===== config.mk =====
export PLATFORM = sky130hd
export DESIGN_NAME = bpe_lerp
export DESIGN_NICKNAME = d
export VERILOG_FILES = /design/src/rtl/assert_macros.svh /design/src/rtl/bpe_pkg.sv /design/src/rtl/bpe_lerp.sv
export SDC_FILE = /design/constraint.sdc
export NUM_CORES = 2
export LEC_CHECK = 0
export BUFFER_PORTS_ARGS = -buffer_cell sky130_fd_sc_hd__buf_2
export CORE_ASPECT_RATIO = 0.6
export CORE_MARGIN = 8
export CORE_UTILIZATION = 42
export CTS_BUF_LIST = sky130_fd_sc_hd__clkbuf_4
export CTS_CLUSTER_SIZE = 8
export DETAILED_ROUTE_END_ITERATION = 16
export SETUP_SLACK_MARGIN = 0.2
export SKIP_LAST_GASP = 1
export SYNTH_ARGS = -nofsm -noshare
export SYNTH_HDL_FRONTEND = slang
export SYNTH_SLANG_ARGS = --single-unit

===== constraint.sdc =====
create_clock -name clock -period 19.3 [get_ports clock]
set_input_delay 2.895 -clock clock [delete_from_list [all_inputs] [get_ports clock]]
set_output_delay 2.895 -clock clock [all_outputs]
set_load 0.05 [all_outputs]

===== src/rtl/assert_macros.svh =====
// ----------------------------------------------------------------------------
// Assertion macros
// Shared concurrent assertion forms, clocked on clock and disabled in reset.
// ----------------------------------------------------------------------------
`ifndef ASSERT_MACROS_SVH
`define ASSERT_MACROS_SVH

// Same-cycle implication.
`define ASSERT_IMP(name, ante, cons, msg) \
   name: assert property (@(posedge clock) disable iff (reset) (ante) |-> (cons)) \
      else $error(msg);

// Next-cycle implication.
`define ASSERT_NXT(name, ante, cons, msg) \
   name: assert property (@(posedge clock) disable iff (reset) (ante) |=> (cons)) \
      else $error(msg);

`endif


===== src/rtl/bpe_pkg.sv =====
// ----------------------------------------------------------------------------
// Bezier patch evaluator package
// Sizes, types and helper functions shared by the patch evaluator modules.
// ----------------------------------------------------------------------------
package bpe_pkg;

   localparam int GRID_SIZE   = 4;
   localparam int COORD_WIDTH = 32;

   localparam int PT_W      = 32;
   localparam int IDX_W     = 2;
   localparam int PARAM_W   = 17;
   localparam int LANES     = 3;
   localparam int FRAC_BITS = 16;

   localparam int WORD_W = LANES * COORD_WIDTH;
   localparam int ADDR_W = $clog2(GRID_SIZE * GRID_SIZE);
   localparam int CNT_W  = $clog2(GRID_SIZE);
   localparam int PROD_W = COORD_WIDTH + PARAM_W + 2;

   // Issue to writeback distance of the blend unit, in cycles.
   localparam int LERP_LATENCY = 3;
   localparam int GAP_W        = 2;

   localparam logic [PARAM_W-1:0] ONE_Q16    = PARAM_W'(65536);
   localparam logic [PROD_W-1:0]  ROUND_HALF = PROD_W'(32768);

   localparam logic REQ_LOAD = 1'b0;
   localparam logic REQ_EVAL = 1'b1;

   typedef logic signed [COORD_WIDTH-1:0] coord_type;
   typedef logic [ADDR_W-1:0]             addr_type;

   // One blend operation as it travels from the sequencer to writeback.
   typedef struct packed {
      logic     valid;
      logic     src_grid;
      logic     use_v;
      logic     last;
      addr_type addr_a;
      addr_type addr_b;
   } lerp_op_type;

   function automatic coord_type load_coord(input logic signed [PT_W-1:0] p);
      return COORD_WIDTH'(p);
   endfunction

   function automatic logic [PARAM_W-1:0] clamp_param(input logic [PARAM_W-1:0] p);
      return (p > ONE_Q16) ? ONE_Q16 : p;
   endfunction

endpackage


===== src/rtl/bpe_lerp.sv =====
// ----------------------------------------------------------------------------
// Blend unit
// Three-lane linear interpolation a + round((b - a) * t), product registered.
// ----------------------------------------------------------------------------
module bpe_lerp (
   input  logic                          clock,
   input  logic [bpe_pkg::WORD_W-1:0]    a_word,
   input  logic [bpe_pkg::WORD_W-1:0]    b_word,
   input  logic [bpe_pkg::PARAM_W-1:0]   t,
   output logic [bpe_pkg::WORD_W-1:0]    res_word
);
   import bpe_pkg::*;

   logic signed [PARAM_W:0] t_s;

   assign t_s = signed'({1'b0, t});

   for (genvar l = 0; l < LANES; l++) begin : g_lane
      coord_type                 a;
      coord_type                 b;
      logic signed [COORD_WIDTH:0] diff;
      logic signed [PROD_W-1:0]  prod_in;
      logic signed [PROD_W-1:0]  prod_ff;
      coord_type                 a_ff;
      logic signed [PROD_W-1:0]  rounded;
      logic signed [PROD_W-1:0]  shifted;

      assign a       = signed'(a_word[l*COORD_WIDTH +: COORD_WIDTH]);
      assign b       = signed'(b_word[l*COORD_WIDTH +: COORD_WIDTH]);
      assign diff    = (COORD_WIDTH+1)'(b) - (COORD_WIDTH+1)'(a);
      assign prod_in = diff * t_s;

      always_ff @(posedge clock) begin
         prod_ff <= prod_in;
         a_ff    <= a;
      end

      // The result lies between a and b, so the truncated sum cannot wrap.
      assign rounded = prod_ff + signed'(ROUND_HALF);
      assign shifted = rounded >>> FRAC_BITS;
      assign res_word[l*COORD_WIDTH +: COORD_WIDTH] = a_ff + COORD_WIDTH'(shifted);
   end

endmodule


Yosys cells after proc, flatten, opt, wreduce, memory -nomap -nowiden

Index checks and enable logic that the tools add are counted.

$add $sub $neg: 9
Multiply operators: 3

Operators by type and width:

| cell                                           | count |
|---|---|
| adder 48 x 17 -> 48 bit, second input constant | 3 |
| multiplier 33 x 18 -> 48 bit                   | 3 |
| subtractor 32 x 32 -> 33 bit                   | 3 |
| adder 32 bit                                   | 3 |

Bits in registers: 240
Output and inout port bits: 96
Bits of input ports: 210
Word-level logic and storage cells: 18

Longest topological paths before layout

Depth after elaboration: 2
Mapped depth: 39
Mapped depth without buffers: 37

Worst setup path before layout

Ideal clock, no wire load.

Kind: input to register
Start point: input port a_word[1] (netlist bit)
End point: register g_lane[0].prod_ff[47]
Arrival: 11.071 ns
Setup slack: 8.099 ns
Required time: 19.170 ns
Path buffers: 1
Stages: 34
Library setup time: 0.130 ns
Path through: inv_1 > ha_1 > nor2b_1 > o21a_1 > o21ai_0 > a21oi_1 > a311oi_1 > o21ai_0 > a21o_1 > a21oi_1 > xnor2_1 > clkbuf_1 > nand2_1 > fa_1 > fa_1 > fa_1 > inv_1 > fa_1 > fa_1 > inv_1 > fa_1 > inv_1 > ha_1 > nand2_1 > o21ai_0 > a21oi_1 > a21boi_1 > a221oi_2 > a211oi_2 > a31oi_1 > o31ai_1 > a211oi_1 > o21ai_0 > xnor3_1

Longest elaborated chain between the ends: 2

RTL lines:

| what                            | RTL line       | source |
|---|---|---|
| from (decl)                     | bpe_lerp.sv:7  | `input logic [bpe_pkg::WORD_W-1:0] a_word,` |
| subtractor 32 x 32 -> 33 bit    | bpe_lerp.sv:30 | `assign diff = (COORD_WIDTH+1)'(b) - (COORD_WIDTH+1)'(a);` |
| multiplier 33 x 18 -> 48 bit    | bpe_lerp.sv:31 | `assign prod_in = diff * t_s;` |
| named net g_lane[0].prod_in[47] | bpe_lerp.sv:22 | `logic signed [PROD_W-1:0] prod_in;` |
| to (signal assigned)            | bpe_lerp.sv:34 | `prod_ff <= prod_in;` |
| to (decl)                       | bpe_lerp.sv:23 | `logic signed [PROD_W-1:0] prod_ff;` |

The timed path passes the listed nets, and every way through them passes these cells.

Worst setup path after layout

Same ends and word-level chain as after synthesis.

==> out/results.md <==
| Item | This run | Unit |
| --- | --- | --- |
| Cell with the biggest individual delay on the critical path | xor2_2 | - |
| Slew headroom | 0.0649 | - |
| CP peak stage delay | 1.04 | ns |
| Clock transition at the registers of the reported paths | 0.24 | ns |
| Met1 usage in global routing | 0.349 | - |
| Number of cells on the worst hold path | 1 | - |
| Result of the run | finished, final reports clean | - |
| Kind of end point of the critical path | flop | - |
| Fraction of final layout cells with drive strength greater than 1 | 0.0651 | - |
| Total placed cells including tap cells | 10,346 | - |
| Root buffer selected by CTS | clkbuf_4 | - |
| Area growth from synthesis to layout | 6.76 | % |
| Final critical-path required period | 12.80 | ns |
| Number of distinct library cells after synthesis | 70 | - |
| Worst hold path endpoint | g_lane[2].a_ff[30] | - |
| Final Instance Count excl. Fillers | 10,388 | - |
| Global-route track usage on met3 | 0.0520 | - |
| Worst path required time | 20.11 | ns |
| Max-cap check violation count | 0 | - |
| Asr flop ratio synth | 0 | - |
| Fraction of met2 tracks used by global routing | 0.341 | - |
| Largest net degree at the start of global routing | 50 | - |
| Post-Synthesis Net Count | 10,254 | - |
| Maximum number of buffers from clock root to sink | 3 | - |
| Total area of multi-input combinational cells | 57,800 | um^2 |
| Routability-driven placement congestion ratio | 0.890 | - |
| Post-detailed-route count of antenna-violating nets | 0 | - |
| Final max-slew violation count | 0 | - |
| Number of buffers inserted by hold repair at cts | 0 | - |
| Placeable Area | 166,000 | um^2 |
| Wire length per cell after detailed routing | 19.7 | um |
| IO buf count | 305 | - |
| Number of setup buffers added after CTS | 0 | - |
| Pin slew with the least headroom to its limit | 1.40 | ns |
| Cell types occupying the most area after synthesis | fa_1, inv_1, ha_1, and2_1, dfxtp_1 | - |
| RSZ-0062 raised after global routing | no | - |
| Worst path setup slack after routing | 6.50 | ns |
| Net count reported at finish | 10,411 | - |
| Cell accounting for the most synthesized area | fa_1 | - |
| Count of cells resized by post-cts repair | 0 | - |
| Die Height | 332 | um |
| Area used by sequential logic in the layout | 3900 | um^2 |
| Synth top area share | 0.443 | - |
| Fill count | 16,297 | - |
| Final-layout setup total negative slack | 0 | ns |
| Maximum clock frequency | 78.1 | MHz |
| Arrival time reported for the critical path endpoint | 13.61 | ns |
| Starting DRT DRC Count | 3,976 | - |
| Number of antenna violations at the first check in global routing | 13 | - |
| Initial DRT Pass Iterations | 8 | - |
| Die outline width | 543 | um |
| Total clock sinks | 195 | - |
| Total gr overflow | 0 | - |
| Critical-path maximum fanout | 17 | - |
| Kind of start point of the critical path | input pin | - |
| Most frequent cell on the critical path | fa_1 | - |
| CTS HTree Levels | 4 | - |
| Initial core utilization | 0.421 | - |
| Setup-violating endpoint count in the final report | 0 | - |
| Final Routed Wirelength | 205,000 | um |
| Hold Path Class | input pin to flop | - |
| Period Utilization, post-route | 0.663 | - |
| Top_reg_cell synth | dfxtp_1 | - |
| Clock buffer count from CTS | 25 | - |
| Die area | 180,000 | um^2 |
| Vias in the first global route | 56,967 | - |
| CTS tree | built | - |
| Standard-cell rows | 116 | - |
| Endpoints failing hold | 0 | - |
| Remaining routing DRC violations | 0 | - |
| Synthesized area per cell | 8.77 | um^2 |
| Synth Warn # | 0 | - |
| Min-Delay Startpoint | a_word[94] | - |
| GRT Total Usage | 0.231 | - |
| IO Pins | 306 | - |
| Cell area after synthesis | 69,900 | um^2 |
| Highest-utilization routing layer at the global route stage | met1 | - |
| Number of vias in the routed layout | 53,076 | - |
| CP Class | input pin to flop | - |
| Wire length of the first global-routing pass | 328,000 | um |
| Post-synth EDFFs | 0 | - |
| Fraction of the yosys area taken by sequential cells | 0.0558 | - |
| Gate Count Post-Synth | 7,974 | - |
| Drt via density | 5.11 | - |
| Number of flip-flops and latches in the synthesized netlist | 195 | - |
| Placed wire-length estimate | 161,000 | um |
| Worst setup slack after placement | 5.73 | ns |
-- sequential cells by signal, indices dropped and copies added (netlist names) --
signal          count
g_lane.prod_ff     99
g_lane.a_ff        96
-- through the flow --
step / util / hold WS, ns / area (um^2)
after floorplan: - / 2.92 / 69900
after global placement: 0.448 / 3.01 / 74300
after detailed placement: 0.448 / 3.01 / 74300
after CTS: 0.449 / 1.95 / 74600
after global routing: 0.449 / 1.99 / 74600
final: 0.449 / 2.07 / 74600
-- how the worst max path moves through the flow --
stage / depth (start not counted) / from / slack [ns] / end
finish: 32 / a_word[1] / 6.50 / g_lane[0].prod_ff[47]
global route: 32 / a_word[1] / 5.84 / g_lane[0].prod_ff[47]
CTS: 32 / a_word[1] / 6.73 / g_lane[0].prod_ff[47]
detailed placement: 32 / a_word[1] / 5.73 / g_lane[0].prod_ff[47]
global placement: 32 / a_word[1] / 5.85 / g_lane[0].prod_ff[47]
floorplan: 34 / a_word[1] / 8.10 / g_lane[0].prod_ff[47]
-- layer usage --
metal	routed length, um	part of all wire	vias to the layer above
met2	86400	0.42	1828
met4	3260	0.016	6
met3	18100	0.088	203
li1	-	-	23998
met5	40	0.00020	-
met1	97200	0.47	27041
-- cell families (layout without fill, tap and decap cells) --
kind of cell,after synthesis,count (layout),share of synthesized area
DFF,195,195,0.0558
adders and majority gates,2070,2070,0.537
muxes,1,1,0.000143
AOI/OAI and AO/OA,687,687,0.0648
buffers and inverters,2232,2395,0.120
xor gates and xnor gates,373,373,0.0471
and+or+nand+nor,2416,2416,0.175
other,0,9,0
-- area by class of cell --
type,instances,share of cell area
Antenna cell,9,0.000302
Clock buffer,25,0.00251
Clock inverter,8,0.00102
Inverter,1920,0.0966
Multi-Input combinational cell,5547,0.775
Sequential cell,195,0.0523
Tap cell,2242,0.0376
Timing Repair Buffer,442,0.0348
-- synthesized netlist by cell type (20+ instances only) --
| cell | number |
|---|---|
| inv_1 | 1920 |
| fa_1 | 1548 |
| nand2_1 | 918 |
| and2_1 | 773 |
| ha_1 | 522 |
| clkbuf_1 | 305 |
| xnor2_1 | 281 |
| nor2_1 | 200 |
| a21oi_1 | 196 |
| dfxtp_1 | 195 |
| o21ai_0 | 119 |
| nor2b_1 | 111 |
| a21o_1 | 109 |
| nand3_1 | 94 |
| xor2_1 | 90 |
| nor3_1 | 65 |
| and3_1 | 58 |
| o21a_1 | 54 |
| nand2b_1 | 52 |
| nand4_1 | 38 |
| o21bai_1 | 28 |
| a211oi_1 | 25 |
| nor3b_1 | 20 |
-- cells in the final DEF, fill, tap and decap left out, types with 111 or more instances in the layout --
cell | netlist | layout
nor2_1 | 200 | 197
o21ai_0 | 119 | 118
buf_4 | 0 | 153
inv_1 | 1920 | 1920
fa_1 | 1548 | 1548
and2_1 | 773 | 773
nor2b_1 | 111 | 111
buf_2 | 2 | 289
nand2_1 | 918 | 918
dfxtp_1 | 195 | 195
xnor2_1 | 281 | 267
a21oi_1 | 196 | 193
ha_1 | 522 | 522
-- worst max-delay path: cells and delay by family --
kind            cells  cell delay (ns)
buf+inv             5             0.31
simple gates        2             0.32
compound gates     15             4.94
xor+xnor            2             1.44
fa+ha+maj           8             3.67
Power is not shown: default switching activity piles up to over one toggle a cycle in this logic, so the estimate is an artifact.
