$ cat src/rtl/assert_macros.svh
// ----------------------------------------------------------------------------
// Assertion macros
// Shared concurrent assertion forms, clocked on clock and disabled in reset.
// ----------------------------------------------------------------------------
`ifndef ASSERT_MACROS_SVH
`define ASSERT_MACROS_SVH

// Same-cycle implication.
`define ASSERT_IMP(name, ante, cons, msg) \
   name: assert property (@(posedge clock) disable iff (reset) (ante) |-> (cons)) \
      else $error(msg);

// Next-cycle implication.
`define ASSERT_NXT(name, ante, cons, msg) \
   name: assert property (@(posedge clock) disable iff (reset) (ante) |=> (cons)) \
      else $error(msg);

`endif

$ cat src/rtl/bpe_pkg.sv
// ----------------------------------------------------------------------------
// Bezier patch evaluator package
// Sizes, types and helper functions shared by the patch evaluator modules.
// ----------------------------------------------------------------------------
package bpe_pkg;

   localparam int GRID_SIZE   = 4;
   localparam int COORD_WIDTH = 32;

   localparam int PT_W      = 32;
   localparam int IDX_W     = 2;
   localparam int PARAM_W   = 17;
   localparam int LANES     = 3;
   localparam int FRAC_BITS = 16;

   localparam int WORD_W = LANES * COORD_WIDTH;
   localparam int ADDR_W = $clog2(GRID_SIZE * GRID_SIZE);
   localparam int CNT_W  = $clog2(GRID_SIZE);
   localparam int PROD_W = COORD_WIDTH + PARAM_W + 2;

   // Issue to writeback distance of the blend unit, in cycles.
   localparam int LERP_LATENCY = 3;
   localparam int GAP_W        = 2;

   localparam logic [PARAM_W-1:0] ONE_Q16    = PARAM_W'(65536);
   localparam logic [PROD_W-1:0]  ROUND_HALF = PROD_W'(32768);

   localparam logic REQ_LOAD = 1'b0;
   localparam logic REQ_EVAL = 1'b1;

   typedef logic signed [COORD_WIDTH-1:0] coord_type;
   typedef logic [ADDR_W-1:0]             addr_type;

   // One blend operation as it travels from the sequencer to writeback.
   typedef struct packed {
      logic     valid;
      logic     src_grid;
      logic     use_v;
      logic     last;
      addr_type addr_a;
      addr_type addr_b;
   } lerp_op_type;

   function automatic coord_type load_coord(input logic signed [PT_W-1:0] p);
      return COORD_WIDTH'(p);
   endfunction

   function automatic logic [PARAM_W-1:0] clamp_param(input logic [PARAM_W-1:0] p);
      return (p > ONE_Q16) ? ONE_Q16 : p;
   endfunction

endpackage

$ cat src/rtl/bpe_sequencer.sv
// ----------------------------------------------------------------------------
// Evaluation sequencer
// Walks the row passes and then the column passes of de Casteljau reduction.
// ----------------------------------------------------------------------------
module bpe_sequencer (
   input  logic                 clock,
   input  logic                 reset,
   input  logic                 eval_start,
   input  logic                 done,
   output logic                 busy,
   output bpe_pkg::lerp_op_type op
);
   import bpe_pkg::*;

   typedef enum logic [3:0] {
      S_IDLE  = 4'b0001,
      S_ROW   = 4'b0010,
      S_COL   = 4'b0100,
      S_DRAIN = 4'b1000
   } seq_state_type;

   localparam logic [CNT_W-1:0] LEVEL_TOP = CNT_W'(GRID_SIZE - 1);
   localparam logic [CNT_W-1:0] CNT_ONE   = CNT_W'(1);
   localparam logic [GAP_W-1:0] GAP_TOP   = GAP_W'(LERP_LATENCY - 1);

   seq_state_type    state_ff, state_in;
   logic [CNT_W-1:0] level_ff, level_in;
   logic [CNT_W-1:0] idx_ff, idx_in;
   logic [CNT_W-1:0] row_ff, row_in;
   logic [GAP_W-1:0] gap_ff, gap_in;
   addr_type         row_addr;
   addr_type         col_addr;
   logic             pass_end;

   assign row_addr = ADDR_W'(int'(row_ff) * GRID_SIZE + int'(idx_ff));
   assign col_addr = ADDR_W'(int'(idx_ff) * GRID_SIZE);
   assign pass_end = (idx_ff == level_ff - CNT_ONE);

   always_comb begin
      state_in = state_ff;
      level_in = level_ff;
      idx_in   = idx_ff;
      row_in   = row_ff;
      gap_in   = gap_ff;
      op       = '0;
      case (state_ff)
         S_IDLE: begin
            if (eval_start) begin
               state_in = S_ROW;
               level_in = LEVEL_TOP;
               idx_in   = '0;
               row_in   = '0;
            end
         end
         S_ROW: begin
            // Rows are interleaved so that a result is written back before
            // the next pass of the same row reads it.
            op.valid    = 1'b1;
            op.src_grid = (level_ff == LEVEL_TOP);
            op.addr_a   = row_addr;
            op.addr_b   = row_addr + ADDR_W'(1);
            if (row_ff == LEVEL_TOP) begin
               row_in = '0;
               if (pass_end) begin
                  idx_in = '0;
                  if (level_ff == CNT_ONE) begin
                     state_in = S_COL;
                     level_in = LEVEL_TOP;
                     gap_in   = GAP_TOP;
                  end else begin
                     level_in = level_ff - CNT_ONE;
                  end
               end else begin
                  idx_in = idx_ff + CNT_ONE;
               end
            end else begin
               row_in = row_ff + CNT_ONE;
            end
         end
         S_COL: begin
            // Column steps depend on each other, so each waits out the
            // writeback of the one before it.
            if (gap_ff != '0) begin
               gap_in = gap_ff - GAP_W'(1);
            end else begin
               op.valid  = 1'b1;
               op.use_v  = 1'b1;
               op.last   = (level_ff == CNT_ONE);
               op.addr_a = col_addr;
               op.addr_b = col_addr + ADDR_W'(GRID_SIZE);
               gap_in    = GAP_TOP;
               if (pass_end) begin
                  idx_in = '0;
                  if (level_ff == CNT_ONE) begin
                     state_in = S_DRAIN;
                  end else begin
                     level_in = level_ff - CNT_ONE;
                  end
               end else begin
                  idx_in = idx_ff + CNT_ONE;
               end
            end
         end
         S_DRAIN: begin
            if (done) begin
               state_in = S_IDLE;
            end
         end
         default: begin
            state_in = S_IDLE;
         end
      endcase
   end

   always_ff @(posedge clock) begin
      if (reset) begin
         state_ff <= S_IDLE;
         level_ff <= '0;
         idx_ff   <= '0;
         row_ff   <= '0;
         gap_ff   <= '0;
      end else begin
         state_ff <= state_in;
         level_ff <= level_in;
         idx_ff   <= idx_in;
         row_ff   <= row_in;
         gap_ff   <= gap_in;
      end
   end

   assign busy = (state_ff != S_IDLE);

endmodule

$ cat config.mk
export PLATFORM = sky130hd
export DESIGN_NAME = bpe_sequencer
export DESIGN_NICKNAME = d
export VERILOG_FILES = /design/src/rtl/assert_macros.svh /design/src/rtl/bpe_pkg.sv /design/src/rtl/bpe_sequencer.sv
export SDC_FILE = /design/constraint.sdc
export NUM_CORES = 1
export LEC_CHECK = 0
export ABC_AREA = 0
export BUFFER_PORTS_ARGS = -buffer_cell sky130_fd_sc_hd__buf_4
export CORE_MARGIN = 4
export CORE_UTILIZATION = 31
export DETAILED_ROUTE_END_ITERATION = 6
export SETUP_SLACK_MARGIN = 0.4
export SLEW_MARGIN = 20
export SYNTH_ARGS = -nofsm -noshare
export SYNTH_HDL_FRONTEND = slang
export SYNTH_SLANG_ARGS = --single-unit
$ cat constraint.sdc
create_clock -name clock -period 5.9 [get_ports clock]
set_input_delay 1.475 -clock clock [delete_from_list [all_inputs] [get_ports clock]]
set_output_delay 1.475 -clock clock [all_outputs]
set_load 0.05 [all_outputs]
== Word-level counts from Yosys, hierarchy flattened ==
Index checks and enable logic that the tools add are counted.
Storage, ports and cells
  register bits after elaboration: 12
  logic and storage cells: 74
Cells by class
  equal/unequal tests: 18
  add/sub/neg operators: 7
  reductions and logical operators: 9
  mux-type cells: 35
Operator list (number)
  $mux W2: 17
  $mux W4: 8
  $ne A2 B2 Y1 const B: 9
  $pmux W4 S4: 1
  $pmux W8 S2: 1
  $pmux W2 S3: 2
  $mux W10: 1
  $pmux W2 S2: 2
  $reduce_and A4 Y1: 2
  $reduce_and A8 Y1: 1
  $reduce_and A7 Y1: 1
  $reduce_bool A2 Y1: 3
  $add A2 B1 Y2 const B: 2
  $add A4 B1 Y4 const B: 1
  $add A4 B2 Y4: 1
  $add A4 B3 Y4 const B: 1
  $eq A2 B2 Y1 const B: 2
  $eq A4 B1 Y1 const B: 1
  $eq A4 B2 Y1 const B: 1
  $eq A4 B3 Y1 const B: 1
  $eq A4 B4 Y1 const B: 1
  $ne A4 B1 Y1 const B: 1
  $sub A2 B1 Y2 const B: 2
  $reduce_bool A3 Y1: 1
  other kinds (5): 6

== Logic depth before layout (Yosys ltp) ==
Gate-level depths: netlist of the first run.
  depth after elaboration: 5
  mapped depth: 7
  depth with buffers taken out: 7

== Worst setup path before layout of the first run ==
Ideal clock, no wire load.
  kind: flip-flop to output port
  start: reg state_ff[0]
  end: out op[6] (netlist bit)
  path slack: 2481 ps
  stages on the path, launching flop included: 6
  buffers on the path: 1
  arrival time: 1944 ps
  cell sequence: dfxtp_1 buf_6 nor4b_2 nand2_1 inv_1 a22o_1
RTL lines
  start, declared: RTL line bpe_sequencer.sv:26  | seq_state_type state_ff, state_in;
  start signal, assigned: RTL line bpe_sequencer.sv:123  | state_ff <= state_in;
  end, declared: RTL line bpe_sequencer.sv:11  | output bpe_pkg::lerp_op_type op

==> out/results.tsv, run 1 <==
stage	metric	value	unit
status	status	finished, final reports clean	
synth	synth_seq_cells	12	
final_layout	drive_above_1_share	19.4	%
synth	synth_area	987	um2
clock_network	clk_pin_slew	0.08	ns
sta	rsz0062_at_grt	false	
die	dieArea	4150	um2
global_routing	antenna_found_initial	0	
sta	worstMarginPinSlew	0.699	ns
setup_path	critPathLaunch	state_ff[2]	
die	rows	20	
synth	synth_top_area_share	24.3	%
sta	hold_violations	0	
setup_path	cp.required	4.43	ns
drt	first_pass_iters	4	
synth	synthCells	121	
die	chipWidth	64.4	um
synth	syn_area_per_cell	8.16	um2
global_routing	grt_pass1_wl	3930	um
clock_network	root_buffer	clkbuf_4	
final_layout	post-route-util	37.7	%
placed_design	routabilityCongestion	0.849	
setup_path	worstReg2RegEnd	level_ff[1]	
setup_path	arrival	2.15	ns
synth	synth_nets	133	
final_layout	n_fill_cell	326	
setup_path	timing.rr.start	level_ff[0]	
final_layout	antenna_cells	0	
run	cap_violations	0	
sta	fin_crit_sh	61.4	%
pwr	p_sw_share	49.5	%
synth	synth_area_leaders	dfxtp_1 (24%), ha_1 (10%), nor2_1 (6.5%), a211oi_1 (3.0%), inv_1 (3.0%)	
drt	viasPerCell	5.22	
sta	maxSlewViolCount	0	
drt	wl_per_cell	13.2	um
drt	detail-route-antenna-nets	0	
sta	max_freq	276	MHz
die	fp.dieH	64.4	um
sta	min_period	3.62	ns
setup_path	rrSetupSlack	3.52	ns
clock_network	cts_inserted_buffers	3	
synth	yosysWarnings	0	
die	core_area	3050	um2
clock_network	cts.repair.resized	0	
clock_network	cts_max_level	1	
sta	finalSetupViolations	0	
min_path	min_from	gap_ff[1]	
drt	num_vias	929	
placed_design	place_area	1120	um2
clock_network	cts_tree	done	
pwr	seq_power_share	29.7	%
clock_network	worstSkewPairLatency	0.28	ns
min_path	min_to	gap_ff[1]	
drt	dr.first_iter.drc_count	43	
clock_network	clock-sinks	12	
pwr	pwr-share-clk	14.8	%
setup_path	critical_path.startpoint_type	flip-flop	
die	ios	17	
sta	timing.hold.ws	0.534	ns
global_routing	grt_use_total	12.0	%
clock_network	cts_setup_buffers	0	
setup_path	worst_r2r_path_depth	7	
placed_design	port_buffers	16	
drt	finalWirelength	2350	um
synth	yosysSeqAreaShare	24.3	%
synth	synth.largest_area_cell	dfxtp_1	
final_layout	final_cell_area	1150	um2
die	initial_core_util	32.3	%
sta	clock_skew	0.00586	ns
clock_network	clockBufferDepth	2	
setup_path	crit_path_max_fanout	13	
drt	drc	0	
pwr	power.leakage	0.000469	uW
final_layout	syn2layout_area_growth	16.7	%
clock_network	holdBufCountCts	0	
global_routing	grt_remaining_overflow	0	
pwr	p_per_area	392	nW/um2
min_path	min_path_type	flip-flop to flip-flop	
final_layout	fin_nets	147	
setup_path	critPathCaptureType	primary output	
pwr	netSwitchingPower	223	uW
pwr	p_int	228	uW
synth	ys_types	45	
sta	tns	0	ns
pwr	combPwrFrac	55.4	%
min_path	holdPathStages	2	
global_routing	grt_max_degree	18	
sta	max_slew_margin	52.8	%
placed_design	dp_hpwl	1770	um
setup_path	critical_path_class	flip-flop to primary output	
global_routing	grt_pass1_vias	819	
pwr	ir_worst_vdd	0.000211	V
final_layout	final_cell_mix	nor2_1 (17), buf_4 (17), dfxtp_1 (12), inv_1 (8), ha_1 (8)	
[state kept, by name (all words and copies together) (netlist names)]
register / flops
gap_ff: 2
state_ff: 4
idx_ff: 2
row_ff: 2
level_ff: 2
[layout make-up]
| class | instances | area (um2) | area share [%] |
|---|---|---|---|
| multi-input combinational | 93 | 663 | 57.5 |
| timing repair buffer | 17 | 128 | 11.1 |
| clock buffer | 4 | 36.3 | 3.15 |
| sequential | 12 | 240 | 20.8 |
| inverter | 8 | 30.0 | 2.61 |
| tap | 44 | 55.1 | 4.78 |
[per-layer routing]
layer	GRT usage (%)	vias up	part of all wire, %
li1	-	463	-
met1	15.7	436	47
met2	18.8	28	46
met3	3.29	2	7.1
met4	3.96	0	0.43
met5	0	-	0
[critical path, stage by stage (launching register included)]
cell and delay (ns):
dfxtp_1 0.53, nor4b_2 0.62, nand2_1 0.23, inv_1 0.14, a22o_1 0.15, buf_4 0.19
[stage by stage]
step,total power (uW),worst slack (ns),instances
4_1_cts,453,2.32,178
6_report,452,2.28,178
3_5_place_dp,384,2.66,174
3_3_place_gp,377,2.74,174
5_1_grt,484,2.07,178
2_1_floorplan,333,2.48,121
[cells in the mapped netlist (all sizes together)]
| cell | number |
|---|---|
| o311ai | 1 |
| mux2i | 2 |
| clkbuf | 1 |
| a22oi | 1 |
| inv | 8 |
| xor2 | 2 |
| o32ai | 2 |
| or4 | 2 |
| or2 | 1 |
| and3 | 1 |
| or2b | 1 |
| buf | 7 |
| o31ai | 2 |
| xnor2 | 3 |
| nor2 | 18 |
| or3b | 2 |
| a311o | 1 |
| ha | 8 |
| o211ai | 1 |
| o21ai | 6 |
| nand2b | 1 |
| nor3 | 1 |
| and2 | 3 |
| o22ai | 3 |
| nand3b | 2 |
| a211oi | 4 |
| a2bb2oi | 1 |
| and4b | 1 |
| a21oi | 2 |
| or4b | 2 |
| nor3b | 2 |
| o41ai | 1 |
| dfxtp | 12 |
| nand2 | 5 |
| a22o | 2 |
| nand3 | 4 |
| nor2b | 2 |
| nand4b | 1 |
| nor4b | 2 |
[cell families (layout without fill, tap and decap cells)]
| kind of cell | after synthesis | count (layout) | share of synthesized area (%) |
|---|---|---|---|
| AO/OA/AOI/OAI | 27 | 27 | 19.9 |
| XOR/XNOR | 5 | 5 | 4.44 |
| adder cells (fa/ha/maj) | 8 | 8 | 10.1 |
| buffers and inverters | 16 | 29 | 8.49 |
| flip-flops | 12 | 12 | 24.3 |
| multiplexers | 2 | 2 | 2.03 |
| AND/OR/NAND/NOR | 51 | 51 | 30.7 |
[worst max path at each step]
stage | to | slack (ns) | cells past startpoint
2_1_floorplan | op[6] | 2.48 | 5
5_1_grt | op[7] | 2.07 | 5
4_1_cts | op[7] | 2.32 | 5
3_3_place_gp | op[6] | 2.74 | 5
3_5_place_dp | op[7] | 2.66 | 5
6_report | op[7] | 2.28 | 5
[power by group through the flow]
stage	sequential [uW]	combinational [uW]	clock [uW]
2_1_floorplan	113	219	0
3_3_place_gp	133	244	0
3_5_place_dp	136	249	0
4_1_cts	133	250	70.0
5_1_grt	139	273	72.9
6_report	134	250	67.1
Power figures use the tool's default switching activity.
==> run 2, diff against run 1 <==
clock period = 3.75 ns   (was 5.9 ns; I/O delays follow)
==> run 2 against run 1 <==
Net effect: clock-buffer cell count stayed put; sequential power is 57% higher; non-clock buffer count up 1; final area increased by 0.65%; first-iteration DRC count down 23%; sequential share of layout area decreased by 0.13 points; core utilization is 0.25 points higher; register-to-register slack got worse by 2.1 ns; critical path type unchanged; critical endpoint is now op[2]; largest cell class unchanged.
==> out/results.tsv, run 2 (synthesized netlist as in run 1, its figures left out) <==
stage	metric	value	unit	change
pwr	netSwitchingPower	346	uW	+55%
drt	dr.first_iter.drc_count	33		-23%
placed_design	pre_cts_slack	1.16	ns	-1.50 ns
min_path	min_path_type	flip-flop to flip-flop		
clock_network	cts_tree	done		
sta	hold_violations	0		unchanged
global_routing	antenna_found_initial	0		unchanged
clock_network	holdBufCountCts	0		unchanged
drt	finalWirelength	2360	um	+0.43%
setup_path	critical_path.startpoint_type	flip-flop		
final_layout	drive_above_1_share	20.0	%	+0.60 points
sta	worstMarginPinSlew	0.541	ns	-0.159 ns
status	status	finished, final reports clean		
pwr	seq_power_share	29.8	%	about the same
clock_network	cts_setup_buffers	0		unchanged
global_routing	use_met1	16.0	%	+0.30 points
setup_path	critical_path_class	flip-flop to primary output		
clock_network	cts_inserted_buffers	3		unchanged
global_routing	globalRouteMet3Util	3.99	%	+0.69 points
global_routing	grt_pass1_vias	842		+2.8%
die	dieArea	4150	um2	unchanged
pwr	ir_worst_vdd	0.000225	V	+6.9%
die	ios	17		unchanged
sta	clock_skew	0.00650	ns	+0.000637 ns
run	cap_violations	0		unchanged
setup_path	critPathCaptureType	primary output		
clock_network	clk_pin_slew	0.08	ns	about the same
die	initial_core_util	32.3	%	unchanged
global_routing	grt_pass1_wl	3930	um	-0.18%
global_routing	grt_max_degree	18		unchanged
placed_design	routabilityCongestion	0.847		-0.24%
final_layout	post-route-util	38.0	%	+0.25 points
sta	rsz0062_at_grt	false		
sta	min_period	2.90	ns	
pwr	pwr-share-clk	15.0	%	+0.2 points
pwr	p_per_area	608	nW/um2	+55%
global_routing	grt_use_total	12.0	%	+0.068 points
sta	tns	0	ns	unchanged
die	chipWidth	64.4	um	unchanged
sta	max_freq	345	MHz	
die	rows	20		unchanged
pwr	p_int	360	uW	+58%
die	core_area	3050	um2	unchanged
setup_path	crit_path_max_fanout	12		-1
global_routing	grt_remaining_overflow	0		unchanged
final_layout	largest-register	state_ff		
global_routing	grt_use_met2	18.9	%	+0.13 points
drt	wl_per_cell	13.2	um	-0.14%
drt	viasPerCell	5.37		+3.0%
setup_path	arrival	1.96	ns	-0.19 ns
drt	drc	0		unchanged
setup_path	worstReg2RegEnd	level_ff[0]		
setup_path	timing.rr.start	level_ff[0]		
pwr	combPwrFrac	55.2	%	-0.2 points
die	fp.dieH	64.4	um	unchanged
drt	first_pass_iters	6		+2
setup_path	worst_r2r_path_depth	7		unchanged
setup_path	critPathLaunch	state_ff[1]		
clock_network	cts_max_level	1		unchanged
setup_path	rrSetupSlack	1.42	ns	-2.10 ns
final_layout	final_cell_mix	buf_4 (18), nor2_1 (17), dfxtp_1 (12), inv_1 (8), ha_1 (8)		
clock_network	worstSkewPairLatency	0.28	ns	about the same
drt	detail-route-antenna-nets	0		unchanged
sta	maxSlewViolCount	0		unchanged
clock_network	root_buffer	clkbuf_4		
sta	fin_ws	0.853	ns	-1.42 ns
final_layout	syn2layout_area_growth	17.5	%	
placed_design	port_buffers	16		unchanged
sta	fin_crit_sh	77.2	%	
final_layout	fin_nets	148		+0.68%
final_layout	antenna_cells	0		unchanged
final_layout	largest_reg_flops	4		unchanged
setup_path	cp.required	2.81	ns	-1.62 ns
pwr	p_sw_share	49.0	%	-0.45 points
global_routing	busiest_layer	met2		
clock_network	cts.repair.resized	0		unchanged
clock_network	clock-sinks	12		unchanged
clock_network	clockBufferDepth	2		unchanged
sta	finalSetupViolations	0		unchanged
sta	max_slew_margin	63.5	%	+11 points
drt	num_vias	962		+3.6%
setup_path	cp-endpoint	op[2]		
pwr	power.leakage	0.000474	uW	+1.2%
placed_design	dp_hpwl	1760	um	-0.59%
final_layout	final_common_cell	buf_4		
## run 2: cell count changes in the layout (fill, tap and decap cells not counted)
cell   before  now
buf_4      17   18
## run 2: cell type report
class | count | area [um2]
well taps | 44 | 55.1
repair buffers | 18 | 135
fillers | 327 | 1890
inverters | 8 | 30.0
flip-flops and latches | 12 | 240
multi-input cells | 93 | 663
clock buffers | 4 | 36.3
## run 2: power by group through the flow
stage / registers [uW] / clock network, uW / logic (uW)
floorplan: 178 / 0 / 345
global placement: 209 / 0 / 383
detailed placement: 212 / 0 / 386
CTS: 209 / 112 / 388
global route: 217 / 119 / 423
finish: 210 / 106 / 389
## run 2: how the worst min path moves through the flow
stage	startpoint	slack [ns]	depth (start not counted)	end
after floorplan	gap_ff[1]	0.49	2	gap_ff[1]
after global placement	gap_ff[1]	0.51	2	gap_ff[1]
after detailed placement	gap_ff[1]	0.52	2	gap_ff[1]
after CTS	gap_ff[1]	0.53	2	gap_ff[1]
after global routing	level_ff[1]	0.57	2	level_ff[1]
final	gap_ff[1]	0.53	2	gap_ff[1]
## run 2: per-stage QoR
| step | area, um2 | hold WS [ns] | std cells | power, uW |
|---|---|---|---|---|
| final | 1160 | 0.526 | 179 | 705 |
| after global routing | 1160 | 0.574 | 179 | 759 |
| after CTS | 1160 | 0.533 | 179 | 709 |
| after detailed placement | 1120 | 0.521 | 175 | 598 |
| after global placement | 1120 | 0.505 | 175 | 592 |
| after floorplan | 987 | 0.494 | 121 | 523 |
## run 2: layer usage
layer | up-vias | wire length, um
met5 | - | 0
met4 | 0 | 14
met3 | 2 | 180
met2 | 35 | 1080
met1 | 460 | 1090
li1 | 465 | -
## run 2: critical path, stage by stage, from the launching register on
cell	delay, ns
dfxtp_1	0.56
or4b_1	0.68
o22ai_1	0.22
buf_4	0.23
