`src/rtl/assert_macros.svh`:
```
// ----------------------------------------------------------------------------
// Assertion macros
// Shared concurrent assertion forms, clocked on clock and disabled in reset.
// ----------------------------------------------------------------------------
`ifndef ASSERT_MACROS_SVH
`define ASSERT_MACROS_SVH

// Same-cycle implication.
`define ASSERT_IMP(name, ante, cons, msg) \
   name: assert property (@(posedge clock) disable iff (reset) (ante) |-> (cons)) \
      else $error(msg);

// Next-cycle implication.
`define ASSERT_NXT(name, ante, cons, msg) \
   name: assert property (@(posedge clock) disable iff (reset) (ante) |=> (cons)) \
      else $error(msg);

`endif

```
`src/rtl/bpe_ram.sv`:
```
// ----------------------------------------------------------------------------
// Generic RAM
// One write port and two read ports, each read registered.
// ----------------------------------------------------------------------------
module bpe_ram #(
   parameter int WIDTH = 32,
   parameter int DEPTH = 16
) (
   input  logic                     clock,
   input  logic                     wr_en,
   input  logic [$clog2(DEPTH)-1:0] wr_addr,
   input  logic [WIDTH-1:0]         wr_data,
   input  logic [$clog2(DEPTH)-1:0] rd_addr_a,
   input  logic [$clog2(DEPTH)-1:0] rd_addr_b,
   output logic [WIDTH-1:0]         rd_data_a,
   output logic [WIDTH-1:0]         rd_data_b
);

   logic [WIDTH-1:0] mem_ff [DEPTH];
   logic [WIDTH-1:0] rd_a_ff;
   logic [WIDTH-1:0] rd_b_ff;

   always_ff @(posedge clock) begin
      if (wr_en) begin
         mem_ff[wr_addr] <= wr_data;
      end
      rd_a_ff <= mem_ff[rd_addr_a];
      rd_b_ff <= mem_ff[rd_addr_b];
   end

   assign rd_data_a = rd_a_ff;
   assign rd_data_b = rd_b_ff;

endmodule

```
`config.mk`:
```
export PLATFORM = sky130hd
export DESIGN_NAME = bpe_ram
export DESIGN_NICKNAME = d
export VERILOG_FILES = /design/src/rtl/assert_macros.svh /design/src/rtl/bpe_ram.sv
export SDC_FILE = /design/constraint.sdc
export NUM_CORES = 1
export LEC_CHECK = 0
export BUFFER_PORTS_ARGS = -buffer_cell sky130_fd_sc_hd__buf_2
export CAP_MARGIN = 20
export CORE_MARGIN = 8
export CORE_UTILIZATION = 66
export CTS_CLUSTER_DIAMETER = 120
export CTS_CLUSTER_SIZE = 28
export DETAILED_ROUTE_END_ITERATION = 8
export GPL_TIMING_DRIVEN = 0
export PLACE_DENSITY = 0.94
export SLEW_MARGIN = 5
export SYNTH_ARGS = -nofsm -noshare
export SYNTH_HDL_FRONTEND = slang
export SYNTH_SLANG_ARGS = --single-unit
```
`constraint.sdc`:
```
create_clock -name clock -period 5.9 [get_ports clock]
set_input_delay 0.59 -clock clock [delete_from_list [all_inputs] [get_ports clock]]
set_output_delay 0.59 -clock clock [all_outputs]
set_load 0.005 [all_outputs]
```
## Yosys cells after proc, flatten, opt, wreduce, memory -nomap -nowiden

Memories as Yosys holds them, arrays and structs flattened. A register that Yosys moved wholly into a read port is not among the register bits.
Index checks and enable logic that the tools add are counted.
W data, S select, Z words.

- Flip-flop bits (word level): 0
- Latch bits: 0
- Memory bits (writable): 512
- Memory bits (read-only): 0
- Bits of input ports: 46
- Output and inout bits: 64
- Logic and storage cells: 3
- Memories: 1

Memories:

| name | depth | width | rd ports | clocked after Yosys merged registers in | wr ports | line | text |
|---|---|---|---|---|---|---|---|
| mem_ff | 16 | 32 | 2 | 2 | 1 | bpe_ram.sv:19 | `logic [WIDTH-1:0] mem_ff [DEPTH];` |

- $add $sub $neg: 0
- $mul: 0
- Divide/modulo/power cells: 0
- $lt $le $gt $ge: 0
- Equal/unequal tests: 0
- Shift-type cells: 0
- Multiplexer cells: 2
- Bitwise gates (word level): 0
- Reduce and logical (&&, ||, !) cells: 0

Operators with widths:

| cell | number |
|---|---|
| $mux W1 | 2 |

## Longest topological paths before layout

Gate-level depths: netlist of run 1.

- Depth in word-level cells: 2
- Gate-level depth with buffers: 5
- Mapped depth without buffers: 3

## Least setup slack after synthesis of run 1

Ideal clock, no wire load.

- Path type: input to register
- Start: input wr_addr[2]
- End: memory mem_ff[0][0] (enable)
- Setup time: 461 ps
- Arrival time: 3308 ps
- Path slack: 2130 ps
- Stages: 2
- Path through: or3b_2 > nor3_1

RTL lines:

| what | line | text |
|---|---|---|
| start, declared | bpe_ram.sv:11 | `input logic [$clog2(DEPTH)-1:0] wr_addr,` |
| end, declared | bpe_ram.sv:19 |  |

No word-level cell before the write port.

==> results of run 1 <==
power by group through the flow:
stage / logic, mW / registers (mW) / clock network, mW
after global routing: 0.751 / 4.62 / 2.13
after global placement: 0.649 / 4.68 / 0
after CTS: 0.709 / 4.61 / 2.00
final: 0.728 / 4.61 / 2.04
after floorplan: 0.393 / 4.69 / 0
after detailed placement: 0.696 / 4.70 / 0
worst max-delay path, delay by kind of cell:
family / cells / cell delay (ns)
compound gates: 1 / 0.51
simple gates: 1 / 0.14
mux: 1 / 0.37
buf+inv: 2 / 1.14
registers in the layout, summed over array words and instances, names as in the netlist:
| signal | flops |
|---|---|
| mem_ff | 512 |
| rd_data_b | 32 |
| rd_data_a | 32 |
layout by cell type (no fill, tap or decap):
cell / synthesis / layout
buf_6: 0 / 6
buf_1: 13 / 13
nor2_1: 14 / 2
and2_1: 2 / 2
buf_4: 18 / 27
or3b_2: 1 / 1
nand3_1: 1 / 1
nand2b_1: 2 / 2
a22oi_1: 128 / 128
nor2b_1: 4 / 4
buf_12: 0 / 12
clkbuf_16: 0 / 25
dfxtp_1: 64 / 64
mux4_2: 256 / 256
nor3_2: 0 / 4
diode_2: 0 / 5
nor2_4: 0 / 12
clkinv_8: 0 / 1
nand2_1: 65 / 65
clkbuf_1: 39 / 57
edfxtp_1: 512 / 512
buf_2: 16 / 121
nand3b_1: 2 / 2
routing by layer:
| layer | vias to the layer above | routed length [microns] |
|---|---|---|
| li1 | 5255 | - |
| met1 | 7247 | 21000 |
| met2 | 1713 | 33400 |
| met3 | 386 | 10400 |
| met4 | 2 | 4720 |
| met5 | - | 11 |
layout make-up:
type / instances / area, sq um / share of cell area
Sequential cell: 576 / 16700 / 0.628
Multi-Input combinational cell: 479 / 7230 / 0.273
Timing Repair Buffer: 132 / 901 / 0.0340
Clock buffer: 43 / 693 / 0.0262
Tap cell: 468 / 586 / 0.0221
Buffer: 86 / 410 / 0.0155
Clock inverter: 1 / 16.3 / 0.000614
Antenna cell: 5 / 12.5 / 0.000472
kinds of logic (layout without fill, tap and decap cells):
kind of cell    Yosys count  in the layout  synth area share
compound gates          128            128            0.0397
buf+inv                  86            262            0.0170
flops                   576            576             0.689
mux                     256            256             0.238
other cells               0              5                 0
simple gates             95             95            0.0163
cells in the mapped netlist, drive strengths merged:
cell    number  area share
buf         47       0.011
edfxtp     512        0.64
and2         2     0.00052
clkbuf      39      0.0061
a22oi      128       0.040
nand2       65       0.010
nand2b       2     0.00052
mux4       256        0.24
nor3         4     0.00083
nor2        14      0.0022
or3b         1     0.00036
nand3        1     0.00021
dfxtp       64       0.053
nand3b       2     0.00062
nor2b        4      0.0010
through the flow:
step / hold WS, ns / std cells / setup TNS, ns / setup slack [ns]
finish: 0.378 / 1790 / 0 / 3.59
global route: 0.379 / 1789 / 0 / 3.72
CTS: 0.376 / 1785 / 0 / 3.80
detailed placement: 0.685 / 1741 / 0 / 3.22
global placement: 0.672 / 1714 / -24.34 / -0.351
floorplan: 0.655 / 1141 / 0 / 2.13
worst max-delay path by stage:
stage / cells after the start / start / to
final: 5 / rd_addr_a[1] / rd_data_a[11]$_DFF_P_
after CTS: 5 / rd_addr_b[1] / rd_data_b[11]$_DFF_P_
after global placement: 3 / wr_addr[2] / mem_ff[0][27]$_DFFE_PP_
after detailed placement: 4 / wr_addr[2] / mem_ff[8][2]$_DFFE_PP_
after floorplan: 2 / wr_addr[2] / mem_ff[0][0]$_DFFE_PP_
after global routing: 5 / rd_addr_b[1] / rd_data_b[15]$_DFF_P_
==> results.sh, run 1 <==
export IMPL_pin_count=110
export IMPL_maxCapViolCount=0
export IMPL_initial_core_util=0.665
export IMPL_htree_levels=1
export IMPL_cts_sinks=576
export IMPL_track_usage=0.317
export IMPL_wire_per_inst_microns=38.9
export IMPL_drt_antenna_violating_nets=0
export IMPL_fin_crit_ns=2.31
export IMPL_holdBufCountCts=0
export IMPL_n_fill_cell=1868
export IMPL_clkPwrFrac=0.276
export IMPL_synth_area_sq_um=24200
export IMPL_critPathArrivalTime_ns=2.75
export IMPL_rrSetupSlack_ns=4.13
export IMPL_design_core_area_sq_um=36300
export IMPL_yosys_warnings=0
export IMPL_dr_pass1_iters=5
export IMPL_p_leak_nw=8.52
export IMPL_clk_pin_slew_ns=0.12
export IMPL_crit_fanout=10
export IMPL_yosysSeqAreaShare=0.689
export IMPL_port_buffers=105
export IMPL_cp_slowest_stage_delay_ns=0.66
export IMPL_post_cts_resized=0
export IMPL_die_w_microns=207
export IMPL_clockBufferDepth=3
export IMPL_overflow=0
export IMPL_dieArea_sq_um=43000
export IMPL_slew_headroom=0.286
export IMPL_critPathCaptureType="flop"
export IMPL_gp_congestion=0.814
export IMPL_setup_violations=0
export IMPL_use_met1=0.401
export IMPL_avgViaCountPerCell=8.16
export IMPL_top_usage_layer="met2"
export IMPL_synth_cells=1141
export IMPL_cts_buffers=24
export IMPL_hold_path_endpoint="mem_ff[10][30]$_DFFE_PP_"
export IMPL_grt_max_degree=30
export IMPL_switching_share=0.230
export IMPL_sequentialPowerShare=0.625
export IMPL_peakVddDrop_mv=0.303
export IMPL_p_per_area_nw_per_um2=278
export IMPL_cp_cell_sequence="clkbuf_1, buf_2, mux4_2, a22oi_1, nand2_1"
export IMPL_areaGrowthSynthToFinish_pct=9.59
export IMPL_clk_latency_ns=0.59
export IMPL_slowest_stage="clkbuf_1"
export IMPL_r2r_worst_path_cells=3
export IMPL_antenna_found_initial=5
export IMPL_hp_class="in -> reg"
export IMPL_p_sw_mw=1.70
export IMPL_vias=14600
export IMPL_yosysUniqueCellTypes=17
export IMPL_syn_nets=1187
export IMPL_final_area_sq_um=26500
export IMPL_grtUsageMet3=0.0717
export IMPL_crit_type="in -> reg"
export IMPL_rsz0062_at_grt="no"
export IMPL_final_nets=1345
export IMPL_timing_final_hold_violations=0
export IMPL_fp_dieH_microns=207
export IMPL_finalClockSkew_ns=0.0197
export IMPL_start_kind="input pin"
export IMPL_r2r_end="rd_data_a[11]$_DFF_P_"
export IMPL_period_share=0.392
export IMPL_num_rows=70
export IMPL_min_delay_start="wr_data[30]"
export IMPL_required_ns=6.34
export IMPL_hpwl_mm=43.0
export IMPL_intPower_mw=5.68
export IMPL_synth_seq_cells=576
export IMPL_clockRootBuffer="clkbuf_16"
export IMPL_pwr_share_comb=0.099
export IMPL_drive_above_1_share=0.353
export IMPL_met2_usage=0.518
export IMPL_finalPower_mw=7.38
export IMPL_drt_iter0_markers=2793
export IMPL_worstMarginPinSlew_ns=1.06
export IMPL_grt_pass1_vias=15000
export IMPL_wl_mm=69.6
export IMPL_r2r_start="mem_ff[10][11]$_DFFE_PP_"
export IMPL_drc=0
export IMPL_drv_slew=0
export IMPL_grt_pass1_wl_mm=100
export IMPL_post_route_util=0.729
export IMPL_min_path_cells=1
export IMPL_status="finished, final reports clean"
export IMPL_max_freq_ghz=0.432
export IMPL_cts_tree="yes"
export IMPL_post_cts_buffers=0
export IMPL_dpl_cell_area_sq_um=25800
export IMPL_syn_area_per_cell_sq_um=21.2
Power figures use the tool's default switching activity.
==> run 2, diff against run 1 <==
CORE_UTILIZATION = 55   (was 66)
PLACE_DENSITY = 0.84   (was 0.94)
clock period = 2 ns   (was 5.9 ns; I/O delays follow)
==> run 2 against run 1 <==
Effect of this change:
- clock skew increased by 0.0041 ns
- worst setup slack worse by 3.2 ns
- first-iteration DRC count fell by 34%
- sequential power rose to 3.0 times the previous value
- sequential cell count did not move
- register-to-register slack worse by 3.6 ns
- highest routed layer is now met4
- cell count increased by 8.1%
- via count down 8.4%
- global-route usage decreased by 7.7 points
- non-clock buffer count rose by 25
- clock power increased to 2.9 times the previous value
==> results.sh, run 2 (synthesis results as in run 1) <==
export IMPL_met2_usage=0.401
export IMPL_cts_sinks=576
export IMPL_rsz0062_at_grt="no"
export IMPL_min_delay_start="wr_addr[1]"
export IMPL_avgViaCountPerCell=6.91
export IMPL_critPathCaptureType="flop"
export IMPL_clockRootBuffer="clkbuf_16"
export IMPL_mostFrequentLayoutCells="edfxtp_1 (512), mux4_2 (256), a22oi_1 (128), buf_2 (121), nand2_1 (65)"
export IMPL_design_core_area_sq_um=43800
export IMPL_cts_tree="yes"
export IMPL_pin_count=110
export IMPL_multi_input_comb_area_sq_um=7260
export IMPL_seqCellArea_sq_um=16700
export IMPL_p_sw_mw=4.85
export IMPL_use_met1=0.308
export IMPL_grt_pass1_wl_mm=89.5
export IMPL_dpl_cell_area_sq_um=26000
export IMPL_finalClockSkew_ns=0.0238
export IMPL_switching_share=0.224
export IMPL_clk_latency_ns=0.60
export IMPL_hp_class="in -> reg"
export IMPL_initial_core_util=0.552
export IMPL_dp_cells=1858
export IMPL_worstMarginPinSlew_ns=0.918
export IMPL_regMostFlops="mem_ff"
export IMPL_dieArea_sq_um=50900
export IMPL_hpwl_mm=40.7
export IMPL_p_per_area_nw_per_um2=800
export IMPL_r2r_start="mem_ff[11][11]$_DFFE_PP_"
export IMPL_wl_mm=61.0
export IMPL_gp_congestion=0.799
export IMPL_final_nets=1370
export IMPL_setup_violations=0
export IMPL_r2r_end="rd_data_a[11]$_DFF_P_"
export IMPL_grt_max_degree=30
export IMPL_crit_type="in -> reg"
export IMPL_clockBufferDepth=3
export IMPL_max_freq_ghz=0.627
export IMPL_fin_crit_ns=1.60
export IMPL_sequentialPowerShare=0.627
export IMPL_min_path_cells=2
export IMPL_drc=0
export IMPL_dr_pass1_iters=8
export IMPL_fp_dieH_microns=226
export IMPL_grtUsageMet3=0.0496
export IMPL_overflow=0
export IMPL_antenna_found_initial=1
export IMPL_critPathArrivalTime_ns=1.91
export IMPL_port_buffers=105
export IMPL_intPower_mw=16.8
export IMPL_drive_above_1_share=0.341
export IMPL_cts_buffers=24
export IMPL_setup_total_negative_slack_ns=0
export IMPL_place_ws_ns=-0.215
export IMPL_pwr_share_comb=0.097
export IMPL_r2r_worst_path_cells=3
export IMPL_final_area_sq_um=27000
export IMPL_drv_slew=0
export IMPL_areaGrowthSynthToFinish_pct=11.8
export IMPL_peakVddDrop_mv=0.641
export IMPL_fin_ws_ns=0.404
export IMPL_start_kind="input pin"
export IMPL_largest_reg_flops=512
export IMPL_clk_pin_slew_ns=0.11
export IMPL_final_cells=1935
export IMPL_drt_iter0_markers=1836
export IMPL_crit_fanout=15
export IMPL_drt_antenna_violating_nets=0
export IMPL_grt_pass1_vias=14300
export IMPL_die_w_microns=226
export IMPL_n_fill_cell=2921
export IMPL_slew_headroom=0.388
export IMPL_p_leak_nw=8.66
export IMPL_clkPwrFrac=0.275
export IMPL_status="finished, final reports clean"
export IMPL_holdWs_ns=0.168
export IMPL_timing_final_hold_violations=0
export IMPL_top_usage_layer="met2"
export IMPL_required_ns=2.31
export IMPL_vias=13400
export IMPL_post_cts_buffers=0
export IMPL_finalPower_mw=21.6
export IMPL_rrSetupSlack_ns=0.53
export IMPL_final_common_cell="edfxtp_1"
export IMPL_track_usage=0.240
export IMPL_maxCapViolCount=0
export IMPL_period_share=0.798
export IMPL_num_rows=77
export IMPL_post_route_util=0.617
export IMPL_wire_per_inst_microns=31.5
export IMPL_htree_levels=1
export IMPL_hold_path_endpoint="mem_ff[0][1]$_DFFE_PP_"
run 2: changes by cell type in the layout (fill, tap and decap cells not counted), sizes merged:
cell | previous run | this run
diode | 5 | 1
dlygate4sd3 | 0 | 32
buf | 179 | 172
run 2: power groups by stage:
| stage | clock (mW) | combinational [mW] | sequential (mW) |
|---|---|---|---|
| 2_1_floorplan | 0 | 1.17 | 13.8 |
| 6_report | 5.95 | 2.11 | 13.6 |
| 5_1_grt | 6.33 | 2.23 | 13.6 |
| 4_1_cts | 5.95 | 2.10 | 13.6 |
| 3_5_place_dp | 0 | 2.04 | 13.8 |
| 3_3_place_gp | 0 | 1.95 | 13.8 |
run 2: worst max path at each step:
stage,start,to,cells past startpoint
finish,wr_addr[3],mem_ff[4][13]$_DFFE_PP_,5
global route,wr_addr[3],mem_ff[4][14]$_DFFE_PP_,5
CTS,wr_addr[3],mem_ff[4][2]$_DFFE_PP_,5
detailed placement,wr_addr[3],mem_ff[4][15]$_DFFE_PP_,5
global placement,wr_addr[2],mem_ff[1][15]$_DFFE_PP_,3
floorplan,wr_addr[2],mem_ff[1][0]$_DFFE_PP_,2
run 2: area by class of cell:
cell class	instances	area share
Buffer	86	0.0152
Sequential cell	576	0.616
Multi-Input combinational cell	479	0.268
Clock inverter	1	0.000602
Tap cell	592	0.0274
Clock buffer	43	0.0256
Antenna cell	1	0.0000926
Timing Repair Buffer	157	0.0466
run 2: worst max-delay path, cell delays in order:
cell	delay, ns
buf_2	0.12
nand3b_1	0.38
nor3_4	0.74
buf_8	0.25
buf_16	0.18
run 2: layer usage:
metal,vias to the layer above,wire length [microns]
met5,-,0
met4,0,2360
met3,167,7080
met2,1008,30500
met1,6900,21000
li1,5298,-
run 2: what timing repair did:
item                                   4_1_cts  5_1_grt
gates resized for setup                      0        0
setup endpoints to repair                    0        0
hold buffers                                32        0
endpoints found under the hold margin      504        0
==> run 3, diff against run 2 <==
CORE_UTILIZATION = 61   (was 55)
PLACE_DENSITY = 0.88   (was 0.84)
clock period = 1.6 ns   (was 2 ns; I/O delays follow)
==> run 3 against run 2 <==
Effect of this change:
- critical path depth unchanged
- routed wire length up 3.3%
- clock-buffer cell count unchanged
- first-iteration DRC count up 13%
- clock power up 25%
- largest power group unchanged
- critical endpoint is now rd_data_b[18]$_DFF_P_
- clock skew down 0.0076 ns
- register-to-register slack worse by 0.45 ns
- die area down 9.2%
- core utilization up 6.8 points
- via count up 2.4%
==> results.sh, run 3 (synthesis results as in run 1) <==
export IMPL_slew_headroom=0.354
export IMPL_wl_mm=63.0
export IMPL_port_buffers=105
export IMPL_wl_met1_mm=20.9
export IMPL_gp_congestion=0.775
export IMPL_p_leak_nw=8.69
export IMPL_vias=13700
export IMPL_status="finished, final reports clean"
export IMPL_grt_max_degree=30
export IMPL_maxCapViolCount=0
export IMPL_design_core_area_sq_um=39500
export IMPL_wl_met2_mm=31.8
export IMPL_wl_met3_mm=7.31
export IMPL_antenna_found_initial=1
export IMPL_drive_above_1_share=0.342
export IMPL_min_delay_start="wr_addr[0]"
export IMPL_clk_latency_ns=0.57
export IMPL_crit_type="in -> reg"
export IMPL_pin_count=110
export IMPL_worstMarginPinSlew_ns=0.970
export IMPL_wire_per_inst_microns=33.7
export IMPL_fp_dieH_microns=215
export IMPL_drc=0
export IMPL_clk_pin_slew_ns=0.11
export IMPL_p_per_area_nw_per_um2=1000
export IMPL_clockBufferDepth=3
export IMPL_finalPower_mw=27.1
export IMPL_drt_iter0_markers=2080
export IMPL_r2r_start="mem_ff[11][18]$_DFFE_PP_"
export IMPL_dr_pass1_iters=7
export IMPL_clockRootBuffer="clkbuf_16"
export IMPL_track_usage=0.269
export IMPL_critPathArrivalTime_ns=2.00
export IMPL_timing_final_hold_violations=0
export IMPL_largest_reg_flops=512
export IMPL_drv_slew=0
export IMPL_initial_core_util=0.613
export IMPL_dp_cells=1791
export IMPL_cts_sinks=576
export IMPL_final_cells=1868
export IMPL_num_rows=73
export IMPL_cts_tree="yes"
export IMPL_final_nets=1371
export IMPL_grt_pass1_vias=14500
export IMPL_overflow=0
export IMPL_fin_crit_ns=1.54
export IMPL_diodes=0
export IMPL_top_layer_used="met4"
export IMPL_hpwl_mm=41.4
export IMPL_period_share=0.965
export IMPL_grt_pass1_wl_mm=92.4
export IMPL_peakVddDrop_mv=1.04
export IMPL_critPathCaptureType="flop"
export IMPL_critical_path_startpoint="rd_addr_b[1]"
export IMPL_required_ns=2.06
export IMPL_crit_fanout=10
export IMPL_final_common_cell="edfxtp_1"
export IMPL_regMostFlops="mem_ff"
export IMPL_mostFrequentLayoutCells="edfxtp_1 (512), mux4_2 (256), a22oi_1 (128), buf_2 (121), nand2_1 (65)"
export IMPL_max_freq_ghz=0.648
export IMPL_die_w_microns=215
export IMPL_areaGrowthSynthToFinish_pct=11.7
export IMPL_avgViaCountPerCell=7.33
export IMPL_htree_levels=1
export IMPL_hp_class="in -> reg"
export IMPL_drt_antenna_violating_nets=0
export IMPL_cts_buffers=24
export IMPL_dieArea_sq_um=46300
export IMPL_rsz0062_at_grt="no"
export IMPL_start_kind="input pin"
export IMPL_finalClockSkew_ns=0.0162
export IMPL_setup_violations=0
==> run 3: report_power, final <==
group / total [mW] / leakage (nW) / internal, mW / switching, mW
registers: 17.0 / 5.16 / 16.8 / 0.172
clock network: 7.43 / 0.336 / 3.00 / 4.43
logic: 2.66 / 3.19 / 1.18 / 1.48
total: 27.1 / 8.69 / 21.0 / 6.08
==> run 3: timing repair <==
action	CTS	global route
hold endpoints to repair	512	0
cloned	0	0
pin swaps	1	0
resized for setup	0	1
setup endpoints to repair	11	1
buffers inserted	1	0
hold buffers	32	0
==> run 3: critical path: stages <==
cell,delay [ns]
buf_2,0.24
buf_1,0.73
mux4_2,0.46
a22oi_1,0.28
nand2_1,0.12
==> run 3: stage by stage <==
step           cell area, sq um  TNS, ns  hold slack, ns  worst slack, ns  utilization
2_1_floorplan             24300   -48.88           0.259           -0.250            -
3_3_place_gp              25500  -447.68           0.524            -1.23        0.646
3_5_place_dp              26000  -145.90           0.536           -0.619        0.658
4_1_cts                   27000        0           0.124           0.0691        0.684
5_1_grt                   27000        0           0.134          0.00292        0.684
6_report                  27000        0           0.133           0.0564        0.684
==> run 3: layout make-up <==
| type | count | area (sq um) |
|---|---|---|
| well taps | 525 | 657 |
| fillers | 2357 | 12500 |
| plain buffers | 86 | 417 |
| flip-flops and latches | 576 | 16700 |
| clock buffers | 43 | 693 |
| multi-input cells | 479 | 7260 |
| repair buffers | 158 | 1310 |
| clock inverters | 1 | 16.3 |
==> run 3: per-layer routing <==
metal  vias up  global-route usage
met5         -                   0
met4         0               0.126
met3       201              0.0510
met2      1136               0.449
met1      7054               0.341
li1       5298                   -
==> run 3: worst paths after layout <==
path                                           endpoint  slack, ns  depth (start not counted)
worst max-delay path              rd_data_b[18]$_DFF_P_       0.06                          5
worst min-delay path            mem_ff[0][28]$_DFFE_PP_       0.13                          2
worst max register to register    rd_data_b[18]$_DFF_P_       0.08                          3
worst min register to register    rd_data_b[14]$_DFF_P_       0.72                          3
